[src/rtl/srrq_pkg.sv]
// ----------------------------------------------------------------------------
// srrq_pkg
// Shared types and codes for the sample ring with range query unit.
// ----------------------------------------------------------------------------
package srrq_pkg;

  localparam logic [2:0] REQ_PUSH   = 3'd0;
  localparam logic [2:0] REQ_GET    = 3'd1;
  localparam logic [2:0] REQ_LATEST = 3'd2;
  localparam logic [2:0] REQ_CLEAR  = 3'd3;
  localparam logic [2:0] REQ_QUERY  = 3'd4;

  // restoring divider for the query stride
  localparam int         QUOT_W    = 10;
  localparam logic [3:0] DIV_STEPS = 4'd10;

  typedef struct packed {
    logic [2:0]  req_type;
    logic [31:0] sample_value;
    logic [31:0] sample_time;
    logic [7:0]  age_index;
    logic [31:0] from_time;
    logic [31:0] to_time;
    logic [6:0]  out_max;
  } req_t;

  typedef struct packed {
    logic        ok;
    logic [31:0] out_value;
    logic [31:0] out_time;
    logic        sample_valid;
    logic [8:0]  fill_count;
    logic        ring_full;
    logic        last;
    logic [6:0]  returned_count;
  } res_t;

  typedef enum logic [3:0] {
    S_IDLE,
    S_READ,
    S_CNT_TEST,
    S_CNT_RD,
    S_CNT_CHK,
    S_DIV,
    S_SEL_TEST,
    S_SEL_RD,
    S_SEL_CHK
  } ctrl_state_t;

  typedef enum logic [2:0] {
    OP_IDLE,
    OP_ACCEPT,
    OP_EMIT_READ,
    OP_COUNT,
    OP_EMIT_NOMATCH,
    OP_DIV_START,
    OP_DIV_STEP,
    OP_SELECT
  } dp_op_t;

  typedef struct packed {
    dp_op_t op;
  } dp_cmd_t;

  typedef struct packed {
    logic acc_read;
    logic acc_query;
    logic walk_more;
    logic match_zero;
    logic div_last;
    logic sel_more;
  } dp_status_t;

endpackage

[src/rtl/srrq_ctrl.sv]
// ----------------------------------------------------------------------------
// srrq_ctrl
// Sequencer: accepts requests and steps the datapath through reads,
// the counting walk, the stride division and the selecting walk.
// ----------------------------------------------------------------------------
module srrq_ctrl (
  input  logic                clk,
  input  logic                rst,
  input  logic                start,
  output logic                busy,
  input  srrq_pkg::dp_status_t status,
  output srrq_pkg::dp_cmd_t    cmd
);

  import srrq_pkg::*;

  ctrl_state_t state, state_next;

  always_ff @(posedge clk) begin
    if (rst) begin
      state <= S_IDLE;
    end else begin
      state <= state_next;
    end
  end

  always_comb begin
    state_next = state;
    cmd.op     = OP_IDLE;
    unique case (state)
      S_IDLE: begin
        if (start) begin
          cmd.op = OP_ACCEPT;
          if (status.acc_read) begin
            state_next = S_READ;
          end else if (status.acc_query) begin
            state_next = S_CNT_TEST;
          end
        end
      end
      S_READ: begin
        cmd.op     = OP_EMIT_READ;
        state_next = S_IDLE;
      end
      S_CNT_TEST: begin
        if (status.walk_more) begin
          state_next = S_CNT_RD;
        end else if (status.match_zero) begin
          cmd.op     = OP_EMIT_NOMATCH;
          state_next = S_IDLE;
        end else begin
          cmd.op     = OP_DIV_START;
          state_next = S_DIV;
        end
      end
      S_CNT_RD: begin
        state_next = S_CNT_CHK;
      end
      S_CNT_CHK: begin
        cmd.op     = OP_COUNT;
        state_next = S_CNT_TEST;
      end
      S_DIV: begin
        cmd.op = OP_DIV_STEP;
        if (status.div_last) begin
          state_next = S_SEL_TEST;
        end
      end
      S_SEL_TEST: begin
        state_next = status.sel_more ? S_SEL_RD : S_IDLE;
      end
      S_SEL_RD: begin
        state_next = S_SEL_CHK;
      end
      S_SEL_CHK: begin
        cmd.op     = OP_SELECT;
        state_next = S_SEL_TEST;
      end
      default: begin
        state_next = S_IDLE;
      end
    endcase
  end

  assign busy = (state != S_IDLE);

endmodule

[config.mk]
export PLATFORM = sky130hd
export DESIGN_NAME = srrq_ctrl
export DESIGN_NICKNAME = d
export VERILOG_FILES = /design/src/rtl/srrq_pkg.sv /design/src/rtl/srrq_ctrl.sv
export SDC_FILE = /design/constraint.sdc
export NUM_CORES = 1
export LEC_CHECK = 0
export ABC_AREA = 1
export BUFFER_PORTS_ARGS = -buffer_cell sky130_fd_sc_hd__buf_2
export CORE_UTILIZATION = 23
export CTS_CLUSTER_SIZE = 20
export DETAILED_ROUTE_END_ITERATION = 7
export PLACE_DENSITY = 0.52
export SLEW_MARGIN = 10
export SYNTH_ARGS = -nofsm -noshare
export SYNTH_HDL_FRONTEND = slang
export SYNTH_SLANG_ARGS = --single-unit
[constraint.sdc]
create_clock -name clk -period 1.9 [get_ports clk]
set_clock_uncertainty 0.15 [all_clocks]
set_input_delay 0.095 -clock clk [delete_from_list [all_inputs] [get_ports clk]]
set_output_delay 0.095 -clock clk [all_outputs]
set_load 0.01 [all_outputs]
Word level (Yosys, flattened, before mapping)
Index checks and enable logic that the tools add are counted.
{"block": "classes", "mul": 0, "addsub": 0, "reduce_logical": 3, "n_eq_ne": 11, "n_lt_le_gt_ge": 0, "n_mux": 12, "div_mod_pow": 0, "shifts": 0, "bitwise": 0}
{"cell": "$pmux 4 s8", "n": 1}
{"cell": "$pmux 3 s6", "n": 1}
{"cell": "$eq 4x3->1 const B", "n": 4}
{"cell": "$mux 4", "n": 4}
{"cell": "$mux 3", "n": 4}
{"cell": "$eq 4x2->1 const B", "n": 2}
{"cell": "$eq 4x1->1 const B", "n": 1}
{"cell": "$eq 4x4->1 const B", "n": 1}
{"cell": "$logic_not 4->1", "n": 1}
{"cell": "$ne 2x2->1 const B", "n": 2}
{"cell": "$reduce_bool 4->1", "n": 1}
{"cell": "$ne 3x3->1 const B", "n": 1}
{"cell": "$reduce_and 3->1", "n": 1}
{"cell": "$mux 1", "n": 2}
{"block": "totals", "latchBits": 0, "n_memories": 0, "mem_bits_ro": 0, "ramBits": 0, "output_inout_bits": 4, "wordCells": 27, "ff_bits": 4}

Depth between registers and ports, before layout
{"block": "depth", "word_depth": 4, "mapped_depth": 8, "ltp_nobuf": 8}

Worst setup path after synthesis
OpenSTA, ideal clock, no wires.
{"block": "synth_timing", "kind": "register to register", "from": "register state[0]", "to": "register state[0]", "n_path_buf": 0, "setup_slack_ps": 697, "synth_period_minus_slack_ps": 1203, "t_arrival_ps": 936, "setup_time_ps": 117, "stages_incl_launch_ff": 7, "path_cell_list": "dfxtp_1 > nor2_2 > nand2_2 > nor2_1 > nor2_2 > nand2_1 > a21oi_1"}
{"block": "synth_between", "elab_chain_len": 3, "word_cells_on_any_way": 13, "classes_between": "10 x eq/ne; 1 x mux; 2 x reduce/logical"}
{"item": "start: declaration", "line": "srrq_ctrl.sv:17", "text": "ctrl_state_t state, state_next;"}
{"item": "start signal: assignment", "line": "srrq_ctrl.sv:23", "text": "state <= state_next;"}
{"item": "$eq 4x3->1 / $logic_not 4->1 (equally long branches)", "line": "srrq_ctrl.sv:30", "text": "unique case (state)"}
{"item": "$ne 2x2->1 (no source line) / $ne 3x3->1 (equally long branches)"}
{"item": "$reduce_and 3->1 (no source line)"}
Several ways; a longest one is shown, not always the timed one.
A chain may end at the register's enable or synchronous reset.

==> results.md <==
Timing:
- The post-layout worst setup margin is 0.3256 ns.
- The setup TNS after final layout is 0 ns.
- The count of endpoints failing hold in the final timing report came to 0.
- The worst hold slack after final layout is 0.03109 ns.
- The pin slew with the least headroom to its limit is 0.2642 ns.
- Of the available clock period, the critical path in the final layout requires 82.86%.
- The final period demand of the worst path is 1.574 ns.
- In this run the tightest slew margin relative to its limit is 82.37%.
- The total count of max-transition violations in the final report is 0.
- Static timing analysis puts the maximum clock frequency at 0.6352 GHz.
- Setup repair after global routing left no endpoint under its margin.
- The number of failing setup endpoints in the final timing report is 0.

Synth:
- The top-area cell type share of the netlist area is 23.19%.
- By area the synthesized netlist is led by sky130_fd_sc_hd__dfxtp_1 (23%), sky130_fd_sc_hd__nand3_1 (14%), sky130_fd_sc_hd__nand2_1 (12%).
- The net count of the mapped netlist is 64.
- The average cell area after synthesis is 6.279 um2.
- The number of enable-type register cells in the synthesized netlist is 0.
- Among all cell types in the netlist, the one instantiated most often is sky130_fd_sc_hd__nand2_1.
- The number of different library cells used by synthesis comes to 16.
- For this run, the number of Yosys warnings is 0.
- Sequential elements use 23.19% of the synthesized area.
- The most used flip-flop cell after synthesis is sky130_fd_sc_hd__dfxtp_1.
- After synthesis, the share of flip-flops with an asynchronous set or reset is 0%.
- The mapped netlist covers 345.3 um2.
- The count of mapped cells out of synthesis is 55.
- The library cell with the largest summed area after synthesis is sky130_fd_sc_hd__dfxtp_1.
- Counting instances in the post-synthesis netlist gives the leading cell types as sky130_fd_sc_hd__nand2_1 (11), sky130_fd_sc_hd__nand3_1 (10), sky130_fd_sc_hd__inv_1 (7).
- In this run, synthesis produced a sequential element count of 4.

Critical path:
- The cell with the biggest individual delay on the critical path is sky130_fd_sc_hd__dfxtp_1.
- STA classifies the critical path endpoint as an output pin.
- The signal on the critical path passes through nor2_2 > nand3_2 > nand2_2 > inv_1 > o21ai_0 > buf_2.
- The required time at the worst-slack endpoint is 1.65 ns.
- The number of cell instances on the worst register-to-register path is 7.
- The maximum net fanout on the critical path is 6.
- The register-to-register path setup slack is 0.62 ns.
- The type of the setup path with the least slack is reg2out.
- STA classifies the critical path startpoint as a flop.
- The endpoint identified for the worst register-to-register timing path is state[0].
- In this run the critical register-to-register path is launched from state[0].
- The arrival time of the worst setup path is 1.33 ns.
- The largest single stage delay on the critical path is 0.35 ns.

Floorplanning:
- After floorplanning, the core was divided into 13 placement rows.
- The die covers 1661 um2.
- The width of the die is 40.75 um.
- The initial utilization of the core area, before any placement, comes to 25.58%.
- During I/O placement, the number of pins put on the boundary was 13.
- The region available for standard cell placement spans 1350 um2.
- The die boundary height is 40.75 um.

Placed design:
- Routability-driven placement finished with a final weighted congestion of 0.8069.
- OpenSTA, run right after detailed placement, puts the worst setup slack at 0.5439 ns.
- The count of input and output buffers is 12.
- The HPWL after detailed placement is 624.7 um.
- Counting tap cells, the placed design contains a total of 82 instances.

Layout:
- The layout filler cell count is 161.
- The antenna diode count is 0.
- The number of nets in the final layout is 82.
- The combined area of the multi-input logic cells is 235.2 um2.
- Relative to the synthesized area, the layout overhead comes to 32.25%.
- Cells with a size suffix above 1 make up 38.03% of the layout.
- The finished layout holds 86 standard cells, fillers aside.
- The sequential cells in the finished layout cover a total of 80.08 um2.
- Counting flops per register, the top entry is state.
- The register with the most flip-flops in the layout has 4 of them.
- The largest registers in the layout are state x4.

Routing:
- The DRC violation count after routing is 0.
- Dividing the detail-routed wire length by the instance count gives 8.453 um.
- The initial DRC count is 4.
- Wires add up to 727 um.
- The remaining number of nets flagged by the antenna check after routing is 0.
- Dividing the detail-routed via count by the number of cells gives 4.302.
- The routed layout has 370 vias.
- The pre-antenna-repair detailed-routing pass consisted of 2 iterations.

Hold path:
- In this run the most critical hold path is launched from status[1].
- The number of cells traversed by the worst hold path is 4.
- The worst hold path terminates at state[0].
- The worst hold path belongs to the class in2reg.

Global routing:
- Global routing consumed, on the met3 layer, 6.522% of the routing resources.
- The remaining global-route overflow is 0.
- The met2 layer usage reported by global route is 18.25%.
- The number of global-route vias before repair came to 321.
- Global routing used 11.71% of the available tracks.
- The first global-routing pass estimated 1283 um of wire.
- The met1 global-route usage is 14.94%.
- Entering global routing, the biggest net connects 10 pins.
- The number of antenna violations at the first check in global routing is 0.
- In this run the most used layer during global routing was met2.

Clocking:
- In this run the number of H-tree levels came out at 1.
- The count of buffers added by post-CTS timing repair for setup is 0.
- Clock tree synthesis selected as its root buffer the cell sky130_fd_sc_hd__clkbuf_4.
- The total clock buffers created by CTS is 3.
- The TritonCTS clock tree is yes.
- The hold buffer count at CTS is 1.
- The number of buffers on the longest clock path is 2.
- The clock drives 4 sinks.
- After clock tree synthesis, the repair step resized 0 gates.
- The clock insertion delay at the later pin of the skew report is 0.24 ns.
- Clock-pin slew was measured on the worst setup and hold paths at 0.03 ns.

Power and ir drop:
- The leakage power is 0.2406 nW.
- The worst ir drop on vdd is 0.0003111 V.
- The power density relative to cell area is 618.3 nW/um2.
- The sum of internal, switching and leakage power is 0.2824 mW.

Status:
- The flow ran to the end, and the final reports show no timing, DRC or antenna violations.

Run:
- The max capacitance violation total is 0.
-- layout by cell type (no fill, tap or decap) --
master and count:
sky130_fd_sc_hd__o21ai_0 1, sky130_fd_sc_hd__nand2_2 2, sky130_fd_sc_hd__dlygate4sd3_1 1, sky130_fd_sc_hd__inv_2 1
sky130_fd_sc_hd__nor2_2 4, sky130_fd_sc_hd__nor2b_4 1, sky130_fd_sc_hd__nand3_2 1, sky130_fd_sc_hd__nand3_1 10
sky130_fd_sc_hd__o2111ai_1 1, sky130_fd_sc_hd__nor2_1 6, sky130_fd_sc_hd__buf_2 12, sky130_fd_sc_hd__inv_1 7
sky130_fd_sc_hd__dfxtp_1 4, sky130_fd_sc_hd__or2_2 1, sky130_fd_sc_hd__nor2_4 2, sky130_fd_sc_hd__nand3b_1 1
sky130_fd_sc_hd__clkbuf_4 3, sky130_fd_sc_hd__a21oi_1 2, sky130_fd_sc_hd__nand2_1 11
-- layer usage --
metal | vias up | wire length, um
li1 | 211 | -
met1 | 150 | 336
met2 | 9 | 350
met3 | 0 | 41
met4 | 0 | 0
met5 | - | 0
-- logic make-up after synthesis --
kind of cell	after synthesis	share of synthesized area, %
AOI/OAI and AO/OA	4	6.883
DFF	4	23.19
and+or+nand+nor	39	61.23
buffers and inverters	8	8.696
-- per-stage QoR --
step                util [%]  area, um2
finish                 33.83      456.7
global route           33.83      456.7
CTS                    33.83      456.7
floorplan                  -      345.3
detailed placement     31.42      424.2
global placement       31.42      424.2
-- cell type report --
| cell class | instances | share of cell area (%) |
|---|---|---|
| Multi-Input combinational cell | 43 | 51.51 |
| Sequential cell | 4 | 17.53 |
| Timing Repair Buffer | 13 | 15.34 |
| Inverter | 8 | 6.575 |
| Clock buffer | 3 | 4.932 |
| Tap cell | 15 | 4.110 |
-- where the power goes --
group / switching, mW / internal (mW)
Sequential: 0.00606 / 0.0889
Combinational: 0.0467 / 0.0358
Clock: 0.0344 / 0.0706
Total: 0.0871 / 0.195
-- critical path: cells and delay by family, from the launching register on --
family | cells | cell delay, ns
flops | 1 | 0.35
compound gates | 1 | 0.06
simple gates | 3 | 0.49
buf+inv | 2 | 0.20
-- worst max-delay path by stage --
stage | depth (start not counted) | to | slack, ns | start
3_5_place_dp | 6 | cmd[2] | 0.54 | state[0]
4_1_cts | 6 | cmd[2] | 0.29 | state[0]
2_1_floorplan | 6 | state[0] | 0.70 | state[0]
5_1_grt | 7 | cmd[2] | 0.18 | state[0]
3_3_place_gp | 6 | cmd[2] | 0.53 | state[0]
6_report | 6 | cmd[2] | 0.33 | state[0]
Power figures use the tool's default switching activity.
